--- src/design/life_like_cellular_automaton_top_defines.svh ---
// Assertion macros used by the top level of the cellular automaton block.
`ifndef LIFE_LIKE_CELLULAR_AUTOMATON_TOP_DEFINES_SVH
`define LIFE_LIKE_CELLULAR_AUTOMATON_TOP_DEFINES_SVH

// Consequent checked in the same cycle as the antecedent.
`define LLCA_ASSERT_SAME(lbl, ante, cons, msg) \
	lbl: assert property (@(posedge clk) disable iff (!arst_n) (ante) |-> (cons)) \
		else $error(msg);

// Consequent checked in the cycle after the antecedent.
`define LLCA_ASSERT_NEXT(lbl, ante, cons, msg) \
	lbl: assert property (@(posedge clk) disable iff (!arst_n) (ante) |=> (cons)) \
		else $error(msg);

`endif

--- src/design/llca_pkg.sv ---
// Types, constants and rule tables of the cellular automaton block.
package llca_pkg;

	localparam int MAX_COLS  = 64;
	localparam int MAX_ROWS  = 64;
	localparam int ROW_W     = 6;
	localparam int COL_W     = 6;
	localparam int DIM_W     = 7;
	localparam int RULE_W    = 5;
	localparam int NRULES    = 20;
	localparam int CFG_W     = 7;
	localparam int CFG_AW    = 2;
	localparam int IN_W      = 16;
	localparam int OUT_W     = 8;
	localparam int RAM_DEPTH = 2 * MAX_ROWS;
	localparam int RAM_AW    = $clog2(RAM_DEPTH);
	localparam int CNT_W     = 4;
	localparam int MASK_W    = 9;

	localparam logic [DIM_W-1:0] DIM_RESET = 7'd10;

	localparam logic [CFG_AW-1:0] CFG_RULE   = 2'd0;
	localparam logic [CFG_AW-1:0] CFG_WIDTH  = 2'd1;
	localparam logic [CFG_AW-1:0] CFG_HEIGHT = 2'd2;

	typedef enum logic [1:0] {
		ACT_WRITE = 2'd0,
		ACT_READ  = 2'd1,
		ACT_STEP  = 2'd2,
		ACT_NOP   = 2'd3
	} action_t;

	typedef enum logic [2:0] {
		ST_CLEAR,
		ST_IDLE,
		ST_DECODE,
		ST_CELL,
		ST_STEP,
		ST_SWAP,
		ST_RESP
	} ctrl_state_t;

	typedef struct packed {
		logic load_item;
		logic clr_wr;
		logic cell_wr;
		logic step_start;
		logic step_run;
		logic swap;
		logic res_cap;
		logic out_load;
	} ctrl_cmd_t;

	typedef struct packed {
		action_t action;
		logic    in_range;
		logic    step_skip;
		logic    step_done;
		logic    clr_last;
	} dp_stat_t;

	// bit n set: a live cell with n live neighbors stays alive
	function automatic logic [MASK_W-1:0] survive_mask(input logic [RULE_W-1:0] rule);
		logic [MASK_W-1:0] m;
		unique case (rule)
			5'd0:                                  m = 9'b000001100;
			5'd1, 5'd2:                            m = 9'b000011100;
			5'd3:                                  m = 9'b000001110;
			5'd4, 5'd5:                            m = 9'b000111000;
			5'd6:                                  m = 9'b001110000;
			5'd7, 5'd9, 5'd10, 5'd11, 5'd12, 5'd13: m = 9'b111110000;
			5'd8, 5'd15, 5'd16, 5'd17, 5'd18, 5'd19: m = 9'b011110000;
			5'd14:                                 m = 9'b000001111;
			default:                               m = '0;
		endcase
		return m;
	endfunction

	// bit n set: a dead cell with n live neighbors comes alive
	function automatic logic [MASK_W-1:0] birth_mask(input logic [RULE_W-1:0] rule);
		logic [MASK_W-1:0] m;
		unique case (rule)
			5'd0, 5'd1, 5'd5:        m = 9'b000001000;
			5'd2, 5'd3, 5'd4:        m = 9'b000000100;
			5'd6, 5'd7, 5'd8:        m = 9'b111111000;
			5'd10, 5'd17:            m = 9'b100000000;
			5'd11, 5'd16:            m = 9'b110000000;
			5'd12, 5'd15:            m = 9'b111000000;
			5'd13, 5'd14:            m = 9'b111100000;
			default:                 m = '0;
		endcase
		return m;
	endfunction

endpackage

--- src/design/llca_ctrl.sv ---
// Controller state machine: clearing pass, item sequencing and result handshake.
module llca_ctrl (
	input  logic                  clk,
	input  logic                  arst_n,
	input  logic                  s_axis_tvalid,
	output logic                  s_axis_tready,
	output logic                  m_axis_tvalid,
	input  logic                  m_axis_tready,
	input  llca_pkg::dp_stat_t    stat,
	output llca_pkg::ctrl_cmd_t   cmd
);
	import llca_pkg::*;

	ctrl_state_t state_q, state_d;
	logic        out_valid_q;
	logic        out_free;

	assign out_free      = !out_valid_q || m_axis_tready;
	assign s_axis_tready = (state_q == ST_IDLE);
	assign m_axis_tvalid = out_valid_q;

	always_comb begin
		state_d = state_q;
		unique case (state_q)
			ST_CLEAR: begin
				if (stat.clr_last) state_d = ST_IDLE;
			end
			ST_IDLE: begin
				if (s_axis_tvalid) state_d = ST_DECODE;
			end
			ST_DECODE: begin
				unique case (stat.action)
					ACT_WRITE, ACT_READ: state_d = stat.in_range ? ST_CELL : ST_RESP;
					ACT_STEP:            state_d = stat.step_skip ? ST_SWAP : ST_STEP;
					default:             state_d = ST_RESP;
				endcase
			end
			ST_CELL: begin
				state_d = ST_RESP;
			end
			ST_STEP: begin
				if (stat.step_done) state_d = ST_SWAP;
			end
			ST_SWAP: begin
				state_d = ST_RESP;
			end
			ST_RESP: begin
				if (out_free) state_d = ST_IDLE;
			end
			default: state_d = ST_IDLE;
		endcase
	end

	always_comb begin
		cmd = '0;
		unique case (state_q)
			ST_CLEAR: cmd.clr_wr = 1'b1;
			ST_IDLE:  cmd.load_item = s_axis_tvalid;
			ST_DECODE: begin
				unique case (stat.action)
					ACT_WRITE, ACT_READ: cmd.res_cap = !stat.in_range;
					ACT_STEP:            cmd.step_start = !stat.step_skip;
					default:             cmd.res_cap = 1'b1;
				endcase
			end
			ST_CELL: begin
				cmd.cell_wr = (stat.action == ACT_WRITE);
				cmd.res_cap = 1'b1;
			end
			ST_STEP:  cmd.step_run = 1'b1;
			ST_SWAP: begin
				cmd.swap    = 1'b1;
				cmd.res_cap = 1'b1;
			end
			ST_RESP:  cmd.out_load = out_free;
			default:  cmd = '0;
		endcase
	end

	always_ff @(posedge clk or negedge arst_n) begin
		if (!arst_n) begin
			state_q     <= ST_CLEAR;
			out_valid_q <= 1'b0;
		end else begin
			state_q <= state_d;
			if (cmd.out_load) begin
				out_valid_q <= 1'b1;
			end else if (m_axis_tready) begin
				out_valid_q <= 1'b0;
			end
		end
	end

endmodule

--- config.mk ---
export PLATFORM = sky130hd
export DESIGN_NAME = llca_ctrl
export DESIGN_NICKNAME = d
export VERILOG_FILES = /design/src/design/life_like_cellular_automaton_top_defines.svh /design/src/design/llca_pkg.sv /design/src/design/llca_ctrl.sv
export SDC_FILE = /design/constraint.sdc
export NUM_CORES = 1
export LEC_CHECK = 0
export BUFFER_PORTS_ARGS = -buffer_cell sky130_fd_sc_hd__buf_2
export CAP_MARGIN = 0
export CORE_AREA = 8 8 45 47
export DETAILED_ROUTE_END_ITERATION = 8
export DIE_AREA = 0 0 53 55
export PLACE_DENSITY = 0.62
export SETUP_SLACK_MARGIN = 0.15
export SLEW_MARGIN = 5
export SYNTH_ARGS = -nofsm -noshare
export SYNTH_HDL_FRONTEND = slang
export SYNTH_SLANG_ARGS = --single-unit
--- constraint.sdc ---
create_clock -name clk -period 1.5 [get_ports clk]
set_clock_uncertainty 0.1 [all_clocks]
set_input_delay 0.3 -clock clk [delete_from_list [all_inputs] [get_ports clk]]
set_output_delay 0.3 -clock clk [all_outputs]
set_load 0.02 [all_outputs]
# Yosys cells after proc, flatten, opt, wreduce, memory -nomap -nowiden
# Index checks and enable logic that the tools add are counted.
dict set report op_classes {
  n_reduce_logical 10
  muxes 20
  eq_ne 12
}
# cell n
set op_table {}
lappend op_table {{$pmux W3 S6} 1}
lappend op_table {{$mux W3} 5}
lappend op_table {{$mux W1} 11}
lappend op_table {{$eq A3 B3 Y1 const B} 3}
lappend op_table {{$ne A2 B2 Y1 const B} 4}
lappend op_table {{$eq A3 B2 Y1 const B} 2}
lappend op_table {{$pmux W3 S2} 1}
lappend op_table {{$pmux W1 S2} 2}
lappend op_table {{$reduce_and A4 Y1} 1}
lappend op_table {{$reduce_or A2 Y1} 2}
lappend op_table {{$eq A3 B1 Y1 const B} 1}
lappend op_table {{$logic_not A1 Y1} 3}
lappend op_table {{$logic_not A3 Y1} 1}
lappend op_table {{$eq A2 B1 Y1 const B} 1}
lappend op_table {{$eq A2 B2 Y1 const B} 1}
lappend op_table {{$logic_not A2 Y1} 1}
lappend op_table {{$reduce_bool A2 Y1} 1}
lappend op_table {{$logic_or A1 B1 Y1} 1}
dict set report totals {
  in_bits 10
  word_cells 44
  output_inout_bits 10
  ff_bits 4
}

# Logic depth before layout (Yosys ltp)
# Gate-level depths: netlist (run 1).
dict set report depth {
  word_depth 4
  depth_mapped 4
  mapped_depth_nobuf 3
}

# Least setup slack after synthesis (run 1)
# Ideal clock, no wire load.
dict set report synth_timing {
  kind {register to output}
  startpoint {reg state_q[2]}
  endpoint {out cmd[4] (netlist name)}
  n_path_buf 1
  t_required_ns 1.100
  arrival_ns 1.278
  path_stages_with_launch 5
  path_slack_ns -0.178
  cell_sequence {dfrtp_1 -> buf_6 -> inv_1 -> nand2_1 -> nor4_1}
}
# element line_no
set synth_rtl {}
lappend synth_rtl {{start, declared} llca_ctrl.sv:14} ;# ctrl_state_t state_q, state_d;
lappend synth_rtl {{start signal, assigned} llca_ctrl.sv:85} ;# state_q <= state_d;
lappend synth_rtl {{end, declared} llca_ctrl.sv:10} ;# output llca_pkg::ctrl_cmd_t cmd

==> impl_results.md, run 1 <==
- Simple-gate share of the synthesized area: 0.351
- Critical setup path kind: flip-flop to output port
- Most frequent cell after synthesis: dfrtp_1
- Initial antenna violation count: 0
- Routed WL: 1120 µm
- Post-synth EDFFs: 0
- Status: finished, violations left
- Final net count: 82
- Total grt overflow: 0
- DR vias: 428
- Boundary pin count: 20
- Ratio of final minimum period to clock period: 1.12
- Commonest cells post-synth: dfrtp_1 (4), a21oi_1 (3), inv_1 (3), nor2_1 (3), nor3_1 (3)
- Cell area power density: approximately 2200 nW/µm²
- #FFs+latches synth: 4
- Syn Nets: 50
- Seq/Total Area, Yosys: 0.302
- Starting DRT DRC Count: 6
- Placed insts: 76
- Routed Antenna Nets: 0
- Main combinational cell family by area after synthesis: simple AND/OR/NAND/NOR gates
- CTS root buffer: clkbuf_4
- CP endpoint kind: output port
- Post-DP HPWL: between 700 and 800 µm
- Chip height: around 55 µm
- Nature of the critical path startpoint: flip-flop
- Final setup viols: 8
- Worst-skew pair later-pin latency: 230 ps
- Count of final hold-check violations: 0
- Slowest cell on crit path: dfrtp_2
- Distinct cells, synth: 25
- Flop-to-flop setup slack: about 120 ps
- Die Footprint: 2920 µm²
- Complex-gate fraction of the synthesized area: 0.242
- Xor and xnor area share after synthesis: 0
- Class of the worst hold path: primary input to flip-flop
- Cell accounting for the most synthesized area: dfrtp_1
- Async set-reset flop share out of synthesis: 1.00
- Max-cap violations: 0
- CTS tree: built
- Remaining DRCs: 0
- # diodes: 0
- Worst-case clock buffer depth: 2
- Hold_sp: m_axis_tready
- Failing checks: negative setup slack
- Crit path time final: 1670 ps
- Area growth syn-to-layout: 109%
- Worst slew margin: 0.842
- Initial Util: 0.240
- Worst-Margin Slew: 235 ps
- Vias per cell: around 5
- CTS Buf Count: 3
- Worst vdd ir: approximately 820 µV
- Vias in the first global route: 413
- Port buffer count: 19
- Fmax: 598 MHz
- Synth Area in Adders: 0
- Max Transition Viols Final: 0
- Worst-path maximum fanout: 6
- R2r startpoint: state_q[1]
- Clock Sink Count: 4
- Wire length of the first global-routing pass: 1750 µm
- RSZ-0062 raised after global routing: true
- Wire per inst: ~13 µm
- Crit path DAT: 1270 ps
- Clock slew at reported path FFs: 40 ps
- Yosys warnings: 0
- H-tree depth: 1
- Total GRT Usage: 0.0804
- Layout cells sized above 1: 0.671
- Largest net degree at the start of global routing: 10
- CP Cell Sequence: buf_12 > nor3b_4 > and2_4 > buf_6
- Setup ws final: -173 ps
- Pleak: 0.000314 µW
- Max stage delay on crit path: 430 ps
- Final Non-Filler Cells: 86
- Crit. Startpoint: state_q[1]
- Worst hold slack: 215 ps
- CORE AREA: 1380 µm²
- Main flop type after synthesis: dfrtp_1
- Die Wd: around 53 µm
- Syn Std Cell Area: 332 µm²
- Mux contribution to synthesized area: 0
- Area contributors post-synth: dfrtp_1 (30%), a21oi_1 (4.5%), nor3_1 (4.5%)
- Critical path data required time: 1100 ps
- Placement row count: 14
- Routability congestion estimate: 0.728
- Drt pass-1 iters: 3
- Area share of the largest cell type after synthesis: 0.302
- Mean Syn Cell Area: 8.29 µm²
- Gate Count Post-Synth: 40
## state kept, by name (all words and copies together), names as in the netlist
register	count
m_axis_tvalid	1
state_q	3
## through the flow
stage	TNS [ps]	area (µm²)	utilization	power, µW	setup slack (ps)
6_report	-953	693	0.501	1510	-173
5_1_grt	-1440	693	0.501	1620	-236
4_1_cts	-783	606	0.438	1310	-179
3_5_place_dp	0	503	0.363	997	36.8
3_3_place_gp	0	503	0.363	992	58.5
2_1_floorplan	0	373	-	772	17.4
## repair_timing
item                       in CTS  in global routing
setup endpoints to repair       9                 10
buffers inserted                3                  2
pin swaps                       3                  8
cloned                          1                  0
hold endpoints to repair        4                  0
hold buffers                    1                  0
gates resized for setup        14                 18
## per-layer routing
layer / GRT usage / share of wire
met3: 0.0455 / 0.098
met5: 0 / 0
met2: 0.133 / 0.52
met1: 0.0808 / 0.38
met4: 0.0388 / 0
## cell families after synthesis
family	after synthesis
DFF	4
AOI/OAI and AO/OA	12
buffers and inverters	6
and+or+nand+nor	18
## worst max-delay path: cells and delay by family (launching register included)
kind,cells,cell delay [ps]
buffers and inverters,2,250
flip-flops,1,430
AND/OR/NAND/NOR,2,360
## power breakdown
group | switching (µW) | internal (µW) | total (µW)
combinational | 548 | 592 | 1140
clock | 38.9 | 89.1 | 128
sequential | 74.4 | 170 | 244
total | 661 | 850 | 1510
## worst paths after layout
| path | endpoint | cells after the start |
|---|---|---|
| setup / recovery | cmd[7] | 4 |
| hold / removal | m_axis_tvalid | 2 |
| setup reg to reg | state_q[0] | 5 |
| hold reg to reg | state_q[2] | 2 |
| max in group asynchronous | state_q[0] | 2 |
| min in group asynchronous | m_axis_tvalid | 2 |
## final cells by class
type | count | area (µm²)
multi-input cells | 30 | 279
clock buffers | 3 | 22.5
repair buffers | 30 | 258
well taps | 16 | 20.0
flip-flops and latches | 4 | 103
inverters | 3 | 11.3
fillers | 131 | 691
## cells in the final DEF (no fill, tap or decap), types with 2 or more instances in the layout
cell      synthesis  routed
dfrtp_1           4       2
nand3b_1          2       2
nand2_2           0       2
clkbuf_4          0       3
nand2b_1          2       2
nor2_1            3       2
dfrtp_2           0       2
inv_1             3       2
nor3_4            0       2
buf_2             1      11
buf_4             1       5
o21ai_0           2       2
buf_6             1      12
Note: power is estimated with default switching activity, not from simulation.
==> run 2, diff against run 1 <==
--- a/config.mk
+++ b/config.mk
@@ -8,6 +8,7 @@
 export BUFFER_PORTS_ARGS = -buffer_cell sky130_fd_sc_hd__buf_2
 export CAP_MARGIN = 0
 export CORE_AREA = 8 8 45 47
+export CTS_BUF_LIST = sky130_fd_sc_hd__clkbuf_8
 export DETAILED_ROUTE_END_ITERATION = 8
 export DIE_AREA = 0 0 53 55
 export PLACE_DENSITY = 0.62
==> run 2 against run 1 <==
  * The flow still finishes with violations (negative setup slack)
  * Largest power group unchanged
  * Critical endpoint is now cmd[5]
  * Combinational power is 17% higher
  * Via count increased by 3.0%
  * Sequential power fell by 5%
  * Global-route usage grew 0.38 points
  * Clock-buffer cell count unchanged
  * Cell area increased by 12%
  * Utilization is 6.0 points higher
  * Power rose by 18%
==> impl_results.md, run 2 (synthesis gave the netlist of run 1 again) <==
- Total power: 1780 µW (+18%)
- Layout cells sized above 1: 0.689 (+0.0178)
- Sequential fraction of design power: 0.131 (-0.030)
- CP endpoint kind: output port
- Worst-skew pair later-pin latency: 210 ps (-20 ps)
- Vias per cell: 4.90 (-1.5%)
- Pleak: 0.000357 µW (+14%)
- Count of final hold-check violations: 0 (unchanged)
- CORE AREA: 1380 µm² (unchanged)
- Largest net degree at the start of global routing: 10 (unchanged)
- Total grt overflow: 0 (unchanged)
- H-tree depth: 1 (unchanged)
- Critical setup path kind: flip-flop to output port
- Post-DP HPWL: 778 µm (unchanged)
- Worst hold slack: 235 ps (+19.6 ps)
- Worst-Margin Slew: 261 ps (+26.4 ps)
- Cell area power density: 2290 nW/µm² (+5.1%)
- Worst-case clock buffer depth: 2 (unchanged)
- Crit path time final: 1630 ps (-42.4 ps)
- Wire length of the first global-routing pass: 1900 µm (+9.1%)
- Area growth syn-to-layout: 134%
- Die Footprint: 2920 µm² (unchanged)
- Hold_sp: m_axis_tready
- Setup crit end: cmd[5]
- Crit path DAT: 1230 ps (-40 ps)
- Max reg flops: 3 (unchanged)
- Ratio of final minimum period to clock period: 1.09 (-0.0283)
- TNS Setup: -625 ps (+328 ps)
- Worst-path maximum fanout: 3 (-3)
- Chip height: 55 µm (unchanged)
- Setup ws final: -131 ps (+42.4 ps)
- Comb power frac: 0.747 (-0.007)
- Total GRT Usage: 0.0842 (+0.00383)
- # diodes: 0 (unchanged)
- Net Sw Power: 742 µW (+12%)
- Starting DRT DRC Count: 2 (-4)
- Sw Ratio: 0.417 (-0.0202)
- Initial Util: 0.240 (unchanged)
- RSZ-0062 raised after global routing: true
- Max Transition Viols Final: 0 (unchanged)
- Clk pwr share: 0.122 (+0.037)
- Clock slew at reported path FFs: 30 ps (about the same)
- Max-cap violations: 0 (unchanged)
- CTS tree: built
- Boundary pin count: 20 (unchanged)
- Final Non-Filler Cells: 90 (+4.7%)
- Status: finished, violations left
- Wire per inst: 13.6 µm (+4.2%)
- Nature of the critical path startpoint: flip-flop
- Drt pass-1 iters: 4 (+1)
- Clock Sink Count: 4 (unchanged)
- Routability congestion estimate: 0.728 (unchanged)
- Biggest register: state_q
- Routed WL: 1220 µm (+9.0%)
- Most common cell after layout, fill and taps aside: buf_6
- DR vias: 441 (+3.0%)
- CTS Buf Count: 3 (unchanged)
- Port buffer count: 19 (unchanged)
- Int Pwr: 1040 µW (+22%)
- Worst vdd ir: 894 µV (+9.1%)
- Final setup viols: 8 (unchanged)
- Critical path data required time: 1100 ps (about the same)
- Fmax: 613 MHz (+2.6%)
- CTS root buffer: clkbuf_8
- Placed insts: 76 (unchanged)
- Flop-to-flop setup slack: 70 ps (-50 ps)
- R2r startpoint: state_q[2]
- Commonest non-fill, non-tap cells in the layout: buf_6 (13), buf_2 (11), buf_4 (8)
- FF-to-FF End: state_q[0]
- Routed Antenna Nets: 0 (unchanged)
- R2R depth: 6 (+1)
- Crit. Startpoint: state_q[2]
- Placement row count: 14 (unchanged)
- Vias in the first global route: 449 (+8.7%)
- Worst slew margin: 0.826 (-0.0165)
- Failing checks: negative setup slack
- Class of the worst hold path: primary input to flip-flop
- Remaining DRCs: 0 (unchanged)
- Die Wd: 53 µm (unchanged)
- Initial antenna violation count: 0 (unchanged)
- Final net count: 86 (+4.9%)
run 2: cell count changes in the layout (fill, tap and decap cells not counted), sizes merged:
cell	delta
buf	+4
run 2: what timing repair did:
item                                   in CTS  in global routing
endpoints found under the hold margin       4                  0
hold buffers                                1                  0
setup buffers                               6                  3
cloned                                      1                  0
resized for setup                          22                 16
pin swaps                                   4                  7
setup endpoints to repair                   9                 10
run 2: metrics by stage:
stage / instance area [µm²] / setup slack, ps / utilization
floorplan: 373 / 17.4 / -
global placement: 503 / 58.5 / 0.363
detailed placement: 503 / 36.8 / 0.363
CTS: 679 / -114 / 0.491
global route: 776 / -174 / 0.561
finish: 776 / -131 / 0.561
run 2: worst min path at each step:
| stage | endpoint | slack, ps | cells past startpoint |
|---|---|---|---|
| 2_1_floorplan | m_axis_tvalid | -100 | 0 |
| 3_3_place_gp | m_axis_tvalid | 10 | 1 |
| 3_5_place_dp | m_axis_tvalid | 10 | 1 |
| 4_1_cts | m_axis_tvalid | 230 | 2 |
| 5_1_grt | m_axis_tvalid | 270 | 2 |
| 6_report | m_axis_tvalid | 230 | 2 |
run 2: metal layers:
layer	vias up	wire length, µm	GRT usage
li1	215	-	-
met1	210	463	0.0884
met2	14	632	0.154
met3	2	95	0.0374
met4	0	29	0.0129
met5	-	0	0
run 2: final cells by class:
type / count / area [µm²]
fillers: 117 / 608
multi-input cells: 30 / 308
repair buffers: 34 / 292
flip-flops and latches: 4 / 101
clock buffers: 3 / 41.3
well taps: 16 / 20.0
inverters: 3 / 13.8
run 2: power by group through the flow:
stage          combinational (µW)  sequential [µW]  clock, µW
2_1_floorplan                 543              229          0
3_3_place_gp                  768              224          0
3_5_place_dp                  769              228          0
4_1_cts                      1080              231        222
5_1_grt                      1420              244        233
6_report                     1330              232        218
run 2: worst max-delay path, cell delays in order, from the launching register on:
cell,delay [ps]
dfrtp_1,390
buf_6,130
inv_4,50
nand2_4,70
nor4b_4,200
buf_4,180
==> run 3, diff against run 2 <==
--- a/config.mk
+++ b/config.mk
@@ -13,6 +13,7 @@
 export DIE_AREA = 0 0 53 55
 export PLACE_DENSITY = 0.62
 export SETUP_SLACK_MARGIN = 0.15
+export SKIP_LAST_GASP = 1
 export SLEW_MARGIN = 5
 export SYNTH_ARGS = -nofsm -noshare
 export SYNTH_HDL_FRONTEND = slang
==> run 3 against run 2 <==
  * The flow still finishes with violations (negative setup slack)
  * Cell count down 1.1%
  * Clock power about the same
  * Sequential share of layout area up 0.32 points
  * Global-route usage unchanged
  * Register-to-register slack better by 70 ps
  * Critical path depth down 1
  * Clock-buffer cell count unchanged
  * Critical path type unchanged
  * Critical endpoint is now cmd[7]
==> impl_results.md, run 3 (synthesis gave the netlist of run 1 again) <==
- Status: finished, violations left
- Failing checks: negative setup slack
- Crit path time final: 1640 ps (+5.34 ps)
- CTS Buf Count: 3 (unchanged)
- Worst slew margin: 0.824 (-0.00135)
- Nature of the critical path startpoint: flip-flop
- Fmax: 611 MHz (-0.33%)
- Starting DRT DRC Count: 0 (-2)
- Worst-case clock buffer depth: 2 (unchanged)
- Wire per inst: 13.5 µm (-0.29%)
- Post-DP HPWL: 778 µm (unchanged)
- Layout cells sized above 1: 0.685 (-0.00426)
- Flop-to-flop setup slack: 140 ps (+70 ps)
- CORE AREA: 1380 µm² (unchanged)
- Count of final hold-check violations: 0 (unchanged)
- Commonest non-fill, non-tap cells in the layout: buf_2 (11), buf_6 (10), buf_4 (10)
- Routability congestion estimate: 0.728 (unchanged)
- Crit. Startpoint: state_q[1]
- Pleak: 0.000348 µW (-2.4%)
- Clock slew at reported path FFs: 30 ps (about the same)
- Hold-critical path depth: 2 (unchanged)
- FF-to-FF End: state_q[0]
- H-tree depth: 1 (unchanged)
- R2R depth: 5 (-1)
- Final Non-Filler Cells: 89 (-1.1%)
- CP endpoint kind: output port
- Filler Cells Inserted: 117 (unchanged)
- R2r startpoint: state_q[2]
- Die Wd: 53 µm (unchanged)
- Fin area: 757 µm² (-2.4%)
- Initial antenna violation count: 0 (unchanged)
- Biggest register: state_q
- Chip height: 55 µm (unchanged)
- Crit path DAT: 1240 ps (about the same)
- Min-Delay Endpoint: m_axis_tvalid
- Wire length of the first global-routing pass: 1900 µm (unchanged)
- Worst-path maximum fanout: 6 (+3)
- Placed insts: 76 (unchanged)
- Placement row count: 14 (unchanged)
- Clock Sink Count: 4 (unchanged)
- TNS Setup: -715 ps (-90.0 ps)
- Initial Util: 0.240 (unchanged)
- Dpl cell area: 503 µm² (unchanged)
- DR vias: 434 (-1.6%)
- Remaining DRCs: 0 (unchanged)
- Top Family by Delay on Critical Path: flip-flops
- Worst vdd ir: 886 µV (-0.87%)
- Hold_sp: m_axis_tready
- Max reg flops: 3 (unchanged)
- Vias in the first global route: 449 (unchanged)
- Ratio of final minimum period to clock period: 1.09 (+0.00356)
- Boundary pin count: 20 (unchanged)
- CP Cell Sequence: buf_12 > nor3b_4 > and2_4 > buf_6
- Routed Antenna Nets: 0 (unchanged)
- Largest net degree at the start of global routing: 10 (unchanged)
- CTS root buffer: clkbuf_8
- Crit path buffers/inverters: 2 (-1)
- Critical setup path kind: flip-flop to output port
- Worst-skew pair later-pin latency: 210 ps (about the same)
- Vias per cell: 4.88 (-0.48%)
- Final net count: 85 (-1.2%)
- Class of the worst hold path: primary input to flip-flop
- Max-cap violations: 0 (unchanged)
- Setup ws final: -136 ps (-5.34 ps)
- Die Footprint: 2920 µm² (unchanged)
- Worst-Margin Slew: 263 ps (+2.02 ps)
- Total grt overflow: 0 (unchanged)
- Max stage delay on crit path: 420 ps (+30 ps)
- Total power: 1720 µW (-3.0%)
- Routed WL: 1200 µm (-1.4%)
- # diodes: 0 (unchanged)
- Worst hold slack: 233 ps (-1.34 ps)
- Most common cell after layout, fill and taps aside: buf_2
- Drt pass-1 iters: 1 (-3)
- Slowest cell on crit path: dfrtp_2
- Total GRT Usage: 0.0842 (unchanged)
- Area growth syn-to-layout: 128%
- Cell area power density: 2280 nW/µm² (-0.56%)
- RSZ-0062 raised after global routing: true
- CTS tree: built
- Critical path data required time: 1100 ps (about the same)
- Max Transition Viols Final: 0 (unchanged)
- Final setup viols: 8 (unchanged)
- Port buffer count: 19 (unchanged)
-- run 3: how the worst max path moves through the flow --
stage          endpoint  slack (ps)  cells past startpoint
2_1_floorplan    cmd[3]          20                      2
3_3_place_gp     cmd[7]          60                      4
3_5_place_dp     cmd[7]          40                      4
4_1_cts          cmd[7]        -130                      4
5_1_grt          cmd[7]        -180                      4
6_report         cmd[7]        -140                      4
-- run 3: worst reg2reg max path, delay by kind of cell (launching register included) --
family | cells | cell delay, ps
flip-flops | 1 | 390
AO/OA/AOI/OAI | 2 | 340
buffers and inverters | 2 | 280
AND/OR/NAND/NOR | 1 | 130
-- run 3: per-layer routing --
| metal | vias to the layer above | part of all wire | routed length, µm | global-route usage |
|---|---|---|---|---|
| met3 | 2 | 0.069 | 83 | 0.0374 |
| met4 | 0 | 0.022 | 27 | 0.0129 |
| met1 | 206 | 0.39 | 467 | 0.0884 |
| met2 | 12 | 0.52 | 625 | 0.154 |
| met5 | - | 0 | 0 | 0 |
| li1 | 214 | - | - | - |
-- run 3: per-stage QoR --
step                       util  setup slack [ps]
after floorplan               -              17.4
after global placement    0.363              58.5
after detailed placement  0.363              36.8
after CTS                 0.486              -129
after global routing      0.547              -182
final                     0.547              -136
-- run 3: layout make-up --
cell class | count | area [µm²] | share of cell area
Tap cell | 16 | 20.0 | 0.0264
Inverter | 3 | 13.8 | 0.0182
Timing Repair Buffer | 33 | 273 | 0.360
Multi-Input combinational cell | 30 | 308 | 0.407
Clock buffer | 3 | 41.3 | 0.0545
Sequential cell | 4 | 101 | 0.134
-- run 3: power by group --
part / switching, µW / internal [µW] / total (µW) / leakage [µW]
Combinational: 618 / 657 / 1270 / 0.000280
Clock: 47.4 / 170 / 218 / 0.0000216
Sequential: 65.6 / 167 / 232 / 0.0000468
Total: 731 / 994 / 1720 / 0.000348
-- run 3: what timing repair did --
action | CTS | global route
resized for setup | 20 | 15
hold endpoints to repair | 4 | 0
hold buffers | 1 | 0
setup buffers | 6 | 2
pin swaps | 4 | 3
cloned | 1 | 0
setup endpoints to repair | 9 | 10
